$ cat config.mk
export PLATFORM = sky130hd
export DESIGN_NAME = moving_average_sample_filter_unit_flat
export DESIGN_NICKNAME = d
export VERILOG_FILES = /design/src/hw/rtl/mavg_pkg.sv /design/src/hw/rtl/mavg_if.sv /design/src/hw/rtl/mavg_ram.sv /design/src/hw/rtl/mavg_div.sv /design/src/hw/rtl/moving_average_sample_filter_unit.sv /design/src/flat_wrapper.sv
export SDC_FILE = /design/constraint.sdc
export NUM_CORES = 2
export LEC_CHECK = 0
export ABC_CLOCK_PERIOD_IN_PS = 6000
export BUFFER_PORTS_ARGS = -buffer_cell sky130_fd_sc_hd__buf_2
export CAP_MARGIN = 20
export CORE_ASPECT_RATIO = 2
export CORE_MARGIN = 3
export CORE_UTILIZATION = 50
export CTS_BUF_LIST = sky130_fd_sc_hd__clkbuf_4 sky130_fd_sc_hd__clkbuf_8
export CTS_CLUSTER_DIAMETER = 100
export DETAILED_ROUTE_END_ITERATION = 12
export PLACE_DENSITY = 0.7
export SETUP_SLACK_MARGIN = 0.15
export SYNTH_ARGS = -nofsm -noshare
export SYNTH_HDL_FRONTEND = slang
export SYNTH_SLANG_ARGS = --single-unit
$ cat constraint.sdc
create_clock -name clk_i -period 6 [get_ports clk_i]
set_input_delay 1.2 -clock clk_i [delete_from_list [all_inputs] [get_ports clk_i]]
set_output_delay 1.2 -clock clk_i [all_outputs]
set_load 0.01 [all_outputs]
$ cat src/hw/rtl/mavg_pkg.sv
// Shared constant for the moving-average sample filter.
`timescale 1ns / 1ps
`default_nettype none

package mavg_pkg;

  // Width of the window length register write data
  localparam int CFG_W = 8;

endpackage

`default_nettype wire

$ cat src/hw/rtl/mavg_if.sv
// Valid/ready channel interfaces for samples, averages and window writes.
`timescale 1ns / 1ps
`default_nettype none

interface mavg_sample_if #(
  parameter int W = 12
) ();
  logic         valid;
  logic         ready;
  logic [W-1:0] sample;

  modport source (output valid, output sample, input ready);
  modport sink (input valid, input sample, output ready);
endinterface

interface mavg_avg_if #(
  parameter int W = 12
) ();
  logic         valid;
  logic         ready;
  logic [W-1:0] average;

  modport source (output valid, output average, input ready);
  modport sink (input valid, input average, output ready);
endinterface

interface mavg_cfg_if
  import mavg_pkg::*;
();
  logic             valid;
  logic             ready;
  logic [CFG_W-1:0] window_length;

  modport source (output valid, output window_length, input ready);
  modport sink (input valid, input window_length, output ready);
endinterface

`default_nettype wire

$ cat src/hw/rtl/mavg_ram.sv
// Generic single-port-write, single-port-read RAM with registered read data.
`timescale 1ns / 1ps
`default_nettype none

module mavg_ram #(
  parameter int  WIDTH = 12,
  parameter int  DEPTH = 128,
  localparam int AW    = (DEPTH > 1) ? $clog2(DEPTH) : 1
) (
  input  wire logic             clk_i,
  input  wire logic             we_i,
  input  wire logic [AW-1:0]    waddr_i,
  input  wire logic [WIDTH-1:0] wdata_i,
  input  wire logic             re_i,
  input  wire logic [AW-1:0]    raddr_i,
  output logic      [WIDTH-1:0] rdata_o
);

  logic [WIDTH-1:0] mem_q [DEPTH];
  logic [WIDTH-1:0] rdata_q;

  // Write port
  always_ff @(posedge clk_i) begin
    if (we_i) begin
      mem_q[waddr_i] <= wdata_i;
    end
  end

  // Registered read port
  always_ff @(posedge clk_i) begin
    if (re_i) begin
      rdata_q <= mem_q[raddr_i];
    end
  end

  assign rdata_o = rdata_q;

endmodule

`default_nettype wire

$ cat src/hw/rtl/mavg_div.sv
// Restoring divider, one quotient bit per cycle.
`timescale 1ns / 1ps
`default_nettype none

module mavg_div #(
  parameter int  DIV_W = 20,
  parameter int  DEN_W = 8,
  localparam int CNT_W = $clog2(DIV_W + 1)
) (
  input  wire logic             clk_i,
  input  wire logic             rst_ni,
  input  wire logic             start_i,
  input  wire logic [DIV_W-1:0] dividend_i,
  input  wire logic [DEN_W-1:0] divisor_i,
  output logic                  done_o,
  output logic      [DIV_W-1:0] quotient_o,
  output logic      [DEN_W-1:0] remainder_o
);

  logic             busy_q;
  logic             done_q;
  logic [CNT_W-1:0] cnt_q;
  logic [DIV_W-1:0] quo_q;
  logic [DEN_W-1:0] rem_q;
  logic [DEN_W-1:0] den_q;

  logic [DEN_W:0]   rem_sh;
  logic [DEN_W+1:0] diff;
  logic             fits;

  // Shift in the next dividend bit and trial-subtract the divisor
  always_comb begin
    rem_sh = {rem_q, quo_q[DIV_W-1]};
    diff   = {1'b0, rem_sh} - {2'b00, den_q};
    fits   = ~diff[DEN_W+1];
  end

  // Step control
  always_ff @(posedge clk_i or negedge rst_ni) begin
    if (!rst_ni) begin
      busy_q <= 1'b0;
      done_q <= 1'b0;
      cnt_q  <= '0;
    end else begin
      done_q <= 1'b0;
      if (start_i && !busy_q) begin
        busy_q <= 1'b1;
        cnt_q  <= CNT_W'(DIV_W);
      end else if (busy_q) begin
        cnt_q <= cnt_q - CNT_W'(1);
        if (cnt_q == CNT_W'(1)) begin
          busy_q <= 1'b0;
          done_q <= 1'b1;
        end
      end
    end
  end

  // Quotient and partial remainder
  always_ff @(posedge clk_i) begin
    if (start_i && !busy_q) begin
      quo_q <= dividend_i;
      rem_q <= '0;
      den_q <= divisor_i;
    end else if (busy_q) begin
      quo_q <= {quo_q[DIV_W-2:0], fits};
      rem_q <= fits ? diff[DEN_W-1:0] : rem_sh[DEN_W-1:0];
    end
  end

  assign done_o      = done_q;
  assign quotient_o  = quo_q;
  assign remainder_o = rem_q;

endmodule

`default_nettype wire

$ cat src/hw/rtl/moving_average_sample_filter_unit.sv
// Pass-through (window 0): the sample is registered as the result, then loaded into the
// output register. Otherwise the path runs through the ring read and the bit-serial divider.
// A pointer wrap after the window shrank runs the divider once more, for the pointer modulo.
// A new sample waits only until the last result is in the output register.
// Reset: window to WINDOW_DEFAULT (at most WINDOW_MAX), pointer and sum to zero; ring
// entries read as zero via per-entry valid flags until written, so no clearing pass is needed.
`timescale 1ns / 1ps
`default_nettype none

module moving_average_sample_filter_unit
  import mavg_pkg::*;
#(
  parameter int WINDOW_MAX     = 128,
  parameter int WINDOW_DEFAULT = 64,
  parameter int SAMPLE_BITS    = 12
) (
  input  wire logic   clk_i,
  input  wire logic   rst_ni,
  mavg_sample_if.sink sample_ch_i,
  mavg_avg_if.source  average_ch_o,
  mavg_cfg_if.sink    window_ch_i
);

  localparam int PTR_W   = (WINDOW_MAX > 1) ? $clog2(WINDOW_MAX) : 1;
  localparam int WIN_W   = $clog2(WINDOW_MAX + 1);
  localparam int SUM_W   = SAMPLE_BITS + $clog2(WINDOW_MAX);
  localparam int DIV_W   = SUM_W + 1;
  localparam int WIN_RST = (WINDOW_DEFAULT > WINDOW_MAX) ? WINDOW_MAX : WINDOW_DEFAULT;
  localparam logic [SAMPLE_BITS-1:0] SAMPLE_MAX = '1;

  typedef enum logic [2:0] {
    ST_IDLE,
    ST_READ,
    ST_PMOD,
    ST_MEAN,
    ST_HOLD
  } st_e;

  st_e                    state_q;
  logic [WIN_W-1:0]       window_q;
  logic [PTR_W-1:0]       ptr_q;
  logic [SUM_W-1:0]       sum_q;
  logic [SAMPLE_BITS-1:0] sample_q;
  logic [SAMPLE_BITS-1:0] res_q;
  logic [WINDOW_MAX-1:0]  ring_vld_q;
  logic                   out_valid_q;
  logic [SAMPLE_BITS-1:0] out_avg_q;

  logic                   in_xfer;
  logic                   out_free;
  logic [SAMPLE_BITS-1:0] ring_rdata;
  logic [SAMPLE_BITS-1:0] old_sample;
  logic [SUM_W-1:0]       sum_new;
  logic [WIN_W-1:0]       ptr_inc;
  logic                   ptr_wrap_div;
  logic [DIV_W-1:0]       half_win;
  logic                   div_start;
  logic [DIV_W-1:0]       div_dividend;
  logic                   div_done;
  logic [DIV_W-1:0]       div_quo;
  logic [WIN_W-1:0]       div_rem;
  logic [SAMPLE_BITS-1:0] mean_sat;

  // Window register, saturated to the maximum
  assign window_ch_i.ready = 1'b1;

  always_ff @(posedge clk_i or negedge rst_ni) begin
    if (!rst_ni) begin
      window_q <= WIN_W'(WIN_RST);
    end else if (window_ch_i.valid) begin
      if (int'(window_ch_i.window_length) > WINDOW_MAX) begin
        window_q <= WIN_W'(WINDOW_MAX);
      end else begin
        window_q <= WIN_W'(window_ch_i.window_length);
      end
    end
  end

  assign sample_ch_i.ready  = (state_q == ST_IDLE);
  assign in_xfer            = sample_ch_i.valid && sample_ch_i.ready;
  assign out_free           = !out_valid_q || average_ch_o.ready;
  assign average_ch_o.valid = out_valid_q;
  assign average_ch_o.average = out_avg_q;

  // Sample ring storage
  mavg_ram #(
    .WIDTH (SAMPLE_BITS),
    .DEPTH (WINDOW_MAX)
  ) u_ring (
    .clk_i   (clk_i),
    .we_i    (state_q == ST_READ),
    .waddr_i (ptr_q),
    .wdata_i (sample_q),
    .re_i    (in_xfer && (window_q != '0)),
    .raddr_i (ptr_q),
    .rdata_o (ring_rdata)
  );

  // Swap the oldest entry for the new sample in the running sum
  always_comb begin
    old_sample   = ring_vld_q[ptr_q] ? ring_rdata : '0;
    sum_new      = sum_q - SUM_W'(old_sample) + SUM_W'(sample_q);
    ptr_inc      = WIN_W'(ptr_q) + WIN_W'(1);
    ptr_wrap_div = ptr_inc > window_q;
    half_win     = DIV_W'(window_q >> 1);
  end

  // Divider requests: the rounded mean, preceded by a pointer modulo after a shrink
  always_comb begin
    div_start    = 1'b0;
    div_dividend = '0;
    case (state_q)
      ST_READ: begin
        div_start    = 1'b1;
        div_dividend = ptr_wrap_div ? DIV_W'(ptr_inc) : DIV_W'(sum_new) + half_win;
      end
      ST_PMOD: begin
        div_start    = div_done;
        div_dividend = DIV_W'(sum_q) + half_win;
      end
      default: begin
        div_start    = 1'b0;
        div_dividend = '0;
      end
    endcase
  end

  mavg_div #(
    .DIV_W (DIV_W),
    .DEN_W (WIN_W)
  ) u_div (
    .clk_i       (clk_i),
    .rst_ni      (rst_ni),
    .start_i     (div_start),
    .dividend_i  (div_dividend),
    .divisor_i   (window_q),
    .done_o      (div_done),
    .quotient_o  (div_quo),
    .remainder_o (div_rem)
  );

  // Clip a mean that stale entries pushed above the sample range
  assign mean_sat = (div_quo > DIV_W'(SAMPLE_MAX)) ? SAMPLE_MAX : div_quo[SAMPLE_BITS-1:0];

  // Sequencer, filter state and output register
  always_ff @(posedge clk_i or negedge rst_ni) begin
    if (!rst_ni) begin
      state_q     <= ST_IDLE;
      ptr_q       <= '0;
      sum_q       <= '0;
      sample_q    <= '0;
      res_q       <= '0;
      ring_vld_q  <= '0;
      out_valid_q <= 1'b0;
      out_avg_q   <= '0;
    end else begin
      if (out_valid_q && average_ch_o.ready) begin
        out_valid_q <= 1'b0;
      end
      case (state_q)
        ST_IDLE: begin
          if (in_xfer) begin
            sample_q <= sample_ch_i.sample;
            if (window_q == '0) begin
              res_q   <= sample_ch_i.sample;
              state_q <= ST_HOLD;
            end else begin
              state_q <= ST_READ;
            end
          end
        end
        ST_READ: begin
          sum_q             <= sum_new;
          ring_vld_q[ptr_q] <= 1'b1;
          if (ptr_wrap_div) begin
            state_q <= ST_PMOD;
          end else begin
            ptr_q   <= (ptr_inc == window_q) ? '0 : PTR_W'(ptr_inc);
            state_q <= ST_MEAN;
          end
        end
        ST_PMOD: begin
          if (div_done) begin
            ptr_q   <= PTR_W'(div_rem);
            state_q <= ST_MEAN;
          end
        end
        ST_MEAN: begin
          if (div_done) begin
            res_q   <= mean_sat;
            state_q <= ST_HOLD;
          end
        end
        ST_HOLD: begin
          if (out_free) begin
            out_valid_q <= 1'b1;
            out_avg_q   <= res_q;
            state_q     <= ST_IDLE;
          end
        end
        default: begin
          state_q <= ST_IDLE;
        end
      endcase
    end
  end

endmodule

`default_nettype wire
$ cat src/flat_wrapper.sv
// flat-port wrapper written by rule: the top's interface ports become plain ports
module moving_average_sample_filter_unit_flat import mavg_pkg::*;
#(
  parameter int WINDOW_MAX     = 128,
  parameter int WINDOW_DEFAULT = 64,
  parameter int SAMPLE_BITS    = 12
)
  (clk_i, rst_ni, sample_ch_i_valid, sample_ch_i_sample, sample_ch_i_ready, average_ch_o_valid, average_ch_o_average, average_ch_o_ready, window_ch_i_valid, window_ch_i_window_length, window_ch_i_ready);
  mavg_sample_if sample_ch_i_i ();
  mavg_avg_if average_ch_o_i ();
  mavg_cfg_if window_ch_i_i ();
  input  wire logic clk_i;
  input  wire logic rst_ni;
  input wire logic [$bits(sample_ch_i_i.valid)-1:0] sample_ch_i_valid;
  input wire logic [$bits(sample_ch_i_i.sample)-1:0] sample_ch_i_sample;
  output wire logic [$bits(sample_ch_i_i.ready)-1:0] sample_ch_i_ready;
  output wire logic [$bits(average_ch_o_i.valid)-1:0] average_ch_o_valid;
  output wire logic [$bits(average_ch_o_i.average)-1:0] average_ch_o_average;
  input wire logic [$bits(average_ch_o_i.ready)-1:0] average_ch_o_ready;
  input wire logic [$bits(window_ch_i_i.valid)-1:0] window_ch_i_valid;
  input wire logic [$bits(window_ch_i_i.window_length)-1:0] window_ch_i_window_length;
  output wire logic [$bits(window_ch_i_i.ready)-1:0] window_ch_i_ready;
  assign sample_ch_i_i.valid = sample_ch_i_valid;
  assign sample_ch_i_i.sample = sample_ch_i_sample;
  assign sample_ch_i_ready = sample_ch_i_i.ready;
  assign average_ch_o_valid = average_ch_o_i.valid;
  assign average_ch_o_average = average_ch_o_i.average;
  assign average_ch_o_i.ready = average_ch_o_ready;
  assign window_ch_i_i.valid = window_ch_i_valid;
  assign window_ch_i_i.window_length = window_ch_i_window_length;
  assign window_ch_i_ready = window_ch_i_i.ready;
  moving_average_sample_filter_unit #(.WINDOW_MAX(WINDOW_MAX), .WINDOW_DEFAULT(WINDOW_DEFAULT), .SAMPLE_BITS(SAMPLE_BITS)) u_core (.clk_i(clk_i), .rst_ni(rst_ni), .sample_ch_i(sample_ch_i_i), .average_ch_o(average_ch_o_i), .window_ch_i(window_ch_i_i));
endmodule
## After elaboration in Yosys (flattened, before gate mapping)

Memory sizes are Yosys's and may differ from the RTL's. A register that Yosys moved wholly into a read port is not among the register bits.
Index checks and enable logic that the tools add are counted.

| operators by class | value |
|---|---|
| $add $sub $neg | 7 |
| $lt $le $gt $ge | 5 |
| eq/ne operators | 12 |
| multiplexer cells | 41 |
| bitwise logic cells | 2 |
| reductions and logical operators | 19 |

Operators with widths:

| kind | number |
|---|---|
| 128-bit bitwise OR | 1 |
| 12-bit two-way mux | 5 |
| 20-bit two-way mux | 3 |
| 19-bit by 7-bit adder with 20-bit output | 2 |
| 20-bit case mux with 2 select lines | 1 |
| 12-bit case mux with 2 select lines | 1 |
| 7-bit two-way mux | 3 |
| 20-bit by 12-bit greater-than comparator with 1-bit output, second input constant | 1 |
| 19-bit by 12-bit adder with 19-bit output | 1 |
| 19-bit by 12-bit subtractor with 19-bit output | 1 |
| 8-bit two-way mux | 2 |
| 3-bit two-way mux | 5 |
| 3-bit case mux with 5 select lines | 1 |
| 1-bit two-way mux | 14 |
| 7-bit case mux with 2 select lines | 1 |
| 5-bit two-way mux | 2 |
| 2-bit inequality test, second input constant | 5 |
| 9-bit by 8-bit subtractor with 10-bit output | 1 |
| 7-bit by 1-bit adder with 8-bit output, second input constant | 1 |
| 8-bit equality test | 1 |
| 8-bit greater-than comparator | 1 |
| 8-bit greater-than comparator, second input constant | 1 |
| 8-bit zero test | 1 |
| 7-bit by 8-bit < comparator with 1-bit output, second input constant | 1 |
| other kinds (20) | 30 |

| word-level totals | value |
|---|---|
| register bits | 245 |
| memory bits (writable) | 1536 |
| bits of input ports | 25 |
| output and inout bits | 15 |
| logic and storage cells | 102 |
| memories kept | 1 |

Memories:

| name | words | width | rd ports | clocked after Yosys merged registers in | write ports | line | source |
|---|---|---|---|---|---|---|---|
| u_core.u_ring.mem_q | 128 | 12 | 1 | 1 | 1 | mavg_ram.sv:19 | `logic [WIDTH-1:0] mem_q [DEPTH];` |

## Longest topological paths before layout

| logic depth | value |
|---|---|
| depth in word-level cells | 9 |
| gate-level depth with buffers | 28 |
| mapped depth without buffers | 24 |

## Modules after synthesis

Synthesis repeated with hierarchy kept, for this count alone.

| second synthesis, totals | value |
|---|---|
| cells, all modules | 3724 |
| area total of the unflattened synthesis | 73071.3 µm² |

By module, submodules not included:

| module | instances | cells each | area an instance (µm²) | seq. area each (µm²) |
|---|---|---|---|---|
| mavg_ram | 1 | 2362 | 59248.1 | 46484.6 |
| moving_average_sample_filter_unit | 1 | 1192 | 11691.2 | 5056.1 |
| mavg_div | 1 | 170 | 2132.0 | 1176.1 |

## Least setup slack after synthesis

OpenSTA, ideal clock, no wires.

| timing path | value |
|---|---|
| path kind | reg2reg |
| start | register u_core.ptr_q[1] |
| end | register u_core.u_div.quo_q[14], in the netlist u_core.u_div.quotient_o[14], data pin |
| setup time | 0.274 ns |
| data arrival time | 5.293 ns |
| setup slack | 0.433 ns |
| stages on the path, launching flop included | 27 |
| buffers on the path | 5 |
| period minus slack after synthesis | 5.567 ns |
| path through | dfrtp_1 buf_4 buf_4 buf_4 buf_2 a221oi_1 nor2_1 o311a_1 o21bai_1 o2111ai_1 clkbuf_1 and2_1 ha_1 inv_1 ha_1 fa_1 a21o_1 a221oi_1 xnor2_1 ha_1 o21a_1 o31a_1 o21bai_1 nor3_1 nand4_1 xnor2_1 o221ai_1 |

| between the ends | value |
|---|---|
| longest elaborated chain between the ends | 9 |

Ends and longest elaborated chain:

| item | line | source |
|---|---|---|
| start: declaration | moving_average_sample_filter_unit.sv:41 | `logic [PTR_W-1:0] ptr_q;` |
| start signal: assignment | moving_average_sample_filter_unit.sv:178 | `ptr_q <= (ptr_inc == window_q) ? '0 : PTR_W'(ptr_inc);` |
| start signal: assignment | moving_average_sample_filter_unit.sv:184 | `ptr_q <= PTR_W'(div_rem);` |
| 1-bit binary-select mux with 7-bit select | moving_average_sample_filter_unit.sv:101 | `old_sample = ring_vld_q[ptr_q] ? ring_rdata : '0;` |
| 1-bit two-way mux (not written as such) | moving_average_sample_filter_unit.sv:101 |  |
| 12-bit two-way mux | moving_average_sample_filter_unit.sv:101 |  |
| 19-bit by 12-bit subtractor with 19-bit output | moving_average_sample_filter_unit.sv:102 | `sum_new = sum_q - SUM_W'(old_sample) + SUM_W'(sample_q);` |
| 19-bit by 12-bit adder with 19-bit output | moving_average_sample_filter_unit.sv:102 |  |
| named net u_core.sum_new[6] | moving_average_sample_filter_unit.sv:53 | `logic [SUM_W-1:0] sum_new;` |
| 19-bit by 7-bit adder with 20-bit output | moving_average_sample_filter_unit.sv:115 | `div_dividend = ptr_wrap_div ? DIV_W'(ptr_inc) : DIV_W'(sum_new) + half_win;` |
| 20-bit two-way mux | moving_average_sample_filter_unit.sv:115 |  |
| 20-bit case mux with 2 select lines | moving_average_sample_filter_unit.sv:112 | `case (state_q)` |
| 20-bit two-way mux | mavg_div.sv:61 | `if (start_i && !busy_q) begin` |
| end signal: assignment | mavg_div.sv:62 | `quo_q <= dividend_i;` |
| end signal: assignment | mavg_div.sv:66 | `quo_q <= {quo_q[DIV_W-2:0], fits};` |
| end: declaration | mavg_div.sv:23 | `logic [DIV_W-1:0] quo_q;` |

The timed path passes the listed nets, and every way through them passes these cells. The select of a mux whose other input is x is not followed.
A chain may end at the register's enable or synchronous reset.

## Worst setup path in the final report

| timing path | value |
|---|---|
| start | register u_core.ptr_q[2] |
| end | register u_core.u_div.quo_q[17], in the netlist u_core.u_div.quotient_o[17], data pin |

The elaborated chain is that of the path after synthesis.

==> results.py <==
metrics = {
    "status": {
        "status": "finished clean",
    },
    "layout": {
        "final_core_util": 0.575,
        "multi_input_area_um2": 16100,
        "post_layout_nonfiller_instances": 6829,
        "area_growth_pct": 13.8,
        "seq_area_um2": 52800,
        "mostFrequentLayoutCell": "edfxtp_1",
        "final_cell_mix": "edfxtp_1 (1576), a22oi_1 (422), buf_4 (403), clkbuf_8 (239), nor2_1 (211)",
        "drive_above_1_share": 0.223,
        "nets": 4876,
        "fillerInstances": 10600,
    },
    "synthesis": {
        "synth_largest_area_cell": "edfxtp_1",
        "avgSynthCellArea_um2": 16.1,
        "synthCells": 4359,
        "synth_top_area_frac": 0.676,
        "synth_async_sr_flop_share": 0.117,
        "synth_area_leaders": "edfxtp_1 (68%), dfrtp_1 (7.4%), a22oi_1 (4.5%)",
        "synth_top_family_by_area": "compound AO/OA/AOI/OAI gates",
        "synth_xor_area_frac": 0.00613,
        "ys_types": 90,
        "synth_nets": 4457,
        "synth-compound-area-share": 0.127,
        "synthMuxAreaShare": 0.0222,
        "synthAdderAreaFrac": 0.0146,
        "synth.cell_area_um2": 70000,
        "ys_ff_latch": 1793,
        "ys_seq_area_frac": 0.753,
        "yosys.area_share.simple": 0.0545,
        "synth_edf_count": 1576,
        "ys.flop_type": "edfxtp_1",
        "ys_warn_count": 0,
    },
    "floorplanning": {
        "rows": 193,
        "ios": 40,
        "start_util": 0.505,
        "dieArea_um2": 145000,
        "die_height_um": 535,
        "coreArea_um2": 139000,
        "dieWidth_um": 271,
    },
    "worst_setup_path": {
        "worstRegToRegCells": 29,
        "worstPathArrival_ns": 6.67,
        "cpMaxStageDelayCell": "dfrtp_4",
        "path_class": "flip-flop to flip-flop",
        "r2r-end": "u_core.u_div.quotient_o[17]$_DFFE_PP_",
        "worstSetupEndpointType": "flip-flop",
        "crit_path_start": "u_core.ptr_q[2]$_DFFE_PN0P_",
        "r2r_start": "u_core.ptr_q[2]$_DFFE_PN0P_",
        "crit_fanout": 7,
        "r2r_slack_ns": 0.04,
        "max_stage_delay_ns": 0.49,
        "crit_buf_inv": 8,
        "start_kind": "flip-flop",
        "crit_required_ns": 6.71,
        "cpMostUsedCell": "buf_4",
        "cp_top_family": "compound AO/OA/AOI/OAI gates",
    },
    "grt": {
        "gr-total-overflow": 0,
        "antenna_found_initial": 12,
        "grt_pass1_wl_um": 325000,
        "grt_max_degree": 102,
        "gr-usage-all-layers": 0.315,
        "grt_pass1_vias": 44400,
    },
    "clock_network": {
        "cts_root_buffer": "clkbuf_8",
        "cts_tree": "done",
        "htreeDepth": 4,
        "clk_latency_ns": 1.01,
        "clock_path_buffers": 4,
        "clk_pin_slew_worst_paths_ns": 0.07,
        "cts_buffers": 226,
        "ctsHoldBuffers": 0,
        "cts.sink_count": 1793,
    },
    "pwr": {
        "p_leak_nw": 27.6,
        "vdd_drop_max_uv": 640,
        "powerDensity_nw_per_um2": 579,
    },
    "place": {
        "port_buffers": 38,
        "gp_congestion": 1.01,
        "hpwl_um": 150000,
        "dp.cells": 6389,
    },
    "hold_path": {
        "hold_path_class": "primary input to asynchronous set/reset pin",
    },
    "timing": {
        "max_freq_mhz": 168,
        "finalMaxSlewViolations": 0,
        "clock-skew-final_ns": 0.0911,
        "fin_crit_ns": 5.96,
        "hold_viol": 0,
        "grt_setup_unrepaired": "true",
        "finalSetupViolations": 0,
        "tightest_slew_ns": 1.23,
        "maxSlewHeadroom": 0.174,
        "fin_crit_sh": 0.993,
    },
    "drt": {
        "drc": 0,
        "viasPerCell": 6.56,
        "vias": 44800,
        "totalWireLength_um": 231000,
        "drt_iter0_drc": 5584,
        "routedWlPerCell_um": 33.8,
        "ant_nets": 0,
        "drt_pass1_iterations": 7,
    },
    "run": {
        "max_cap_violations": 0,
    },
}
Yosys cell counts (12+ instances only):
cell and number:
o22ai_1 22, a222oi_1 23, buf_1 43, ha_1 58, clkbuf_1 102, inv_1 89
a31oi_1 96, o21ai_0 109, fa_1 15, mux2_2 53, a21oi_1 82, edfxtp_1 1576
or2_2 131, o211ai_1 19, nor4_1 23, mux2i_1 69, a22o_1 133, nor2_1 215
nand2_1 136, dfrtp_1 208, a221oi_1 150, and2_1 19, nand3_1 46, nand4_1 81
nor3_1 28, and3_1 12, buf_2 106, a22oi_1 422, nor2b_1 12, mux4_2 12
o21a_1 20, xnor2_1 38
cell type report:
cell class,instances,share of cell area
clock inverters,105,0.0107
repair buffers,460,0.0445
well taps,1852,0.0291
inverters,91,0.00429
multi-input cells,2206,0.201
diodes,18,0.000565
clock buffers,304,0.0474
flip-flops and latches,1793,0.662
worst max-delay path by stage:
stage,cells past startpoint,slack (ns),to
after floorplan,26,0.43,u_core.u_div.quotient_o[14]$_DFFE_PP_
after global placement,28,-0.16,u_core.u_div.quotient_o[12]$_DFFE_PP_
after detailed placement,26,-0.22,u_core.u_div.quotient_o[16]$_DFFE_PP_
after CTS,26,0.13,u_core.u_div.quotient_o[16]$_DFFE_PP_
after global routing,29,-0.15,u_core.u_div.quotient_o[13]$_DFFE_PP_
final,29,0.04,u_core.u_div.quotient_o[17]$_DFFE_PP_
power by group:
part	switching [mW]	internal, mW	leakage (nW)
clock network	4.48	4.70	2.46
logic	12.6	7.46	8.00
registers	1.07	15.8	17.1
stage by stage:
step / TNS, ns / total power [mW] / area, µm² / hold WS [ns] / worst slack (ns)
floorplan: 0 / 26.4 / 70000 / 0.433 / 0.433
global placement: -0.755 / 35.4 / 74700 / 0.449 / -0.163
detailed placement: -1.02 / 35.7 / 74700 / 0.446 / -0.223
CTS: 0 / 44.9 / 79400 / 0.345 / 0.128
global route: -1.35 / 47.6 / 79700 / 0.337 / -0.150
finish: 0 / 46.1 / 79700 / 0.291 / 0.0402
registers in the layout, summed over array words and instances (netlist names), 3 cells and up:
name / cells
u_core.u_div.quotient_o: 20
u_core.u_div.den_q: 8
u_core.ptr_q: 7
u_core.window_q: 8
u_core.u_ring.mem_q: 1536
u_core.sample_q: 12
u_core.res_q: 12
u_core.average_ch_o.average: 12
u_core.u_ring.rdata_o: 12
u_core.u_div.cnt_q: 5
u_core.u_div.remainder_o: 8
u_core.ring_vld_q: 128
u_core.sum_q: 19
u_core.state_q: 3
kinds of logic after synthesis:
family | Yosys count
XOR/XNOR | 49
AND/OR/NAND/NOR | 753
buffers and inverters | 360
other | 1
flip-flops | 1793
multiplexers | 134
AO/OA/AOI/OAI | 1196
adder cells (fa/ha/maj) | 73
metal layers:
metal / track usage / part of all wire / wire, µm / vias up
met2: 0.534 / 0.50 / 114000 / 2998
met4: 0.283 / 0.11 / 26000 / 10
met1: 0.336 / 0.30 / 70100 / 22500
met5: 0 / 0.00023 / 54 / -
li1: - / - / - / 18400
met3: 0.0566 / 0.088 / 20300 / 839
what timing repair did:
item | in CTS | in global routing
pin swaps | 5 | 20
resized for setup | 15 | 28
endpoints found under the setup margin | 13 | 13
buffers inserted | 2 | 5
Power figures use the tool's default switching activity.
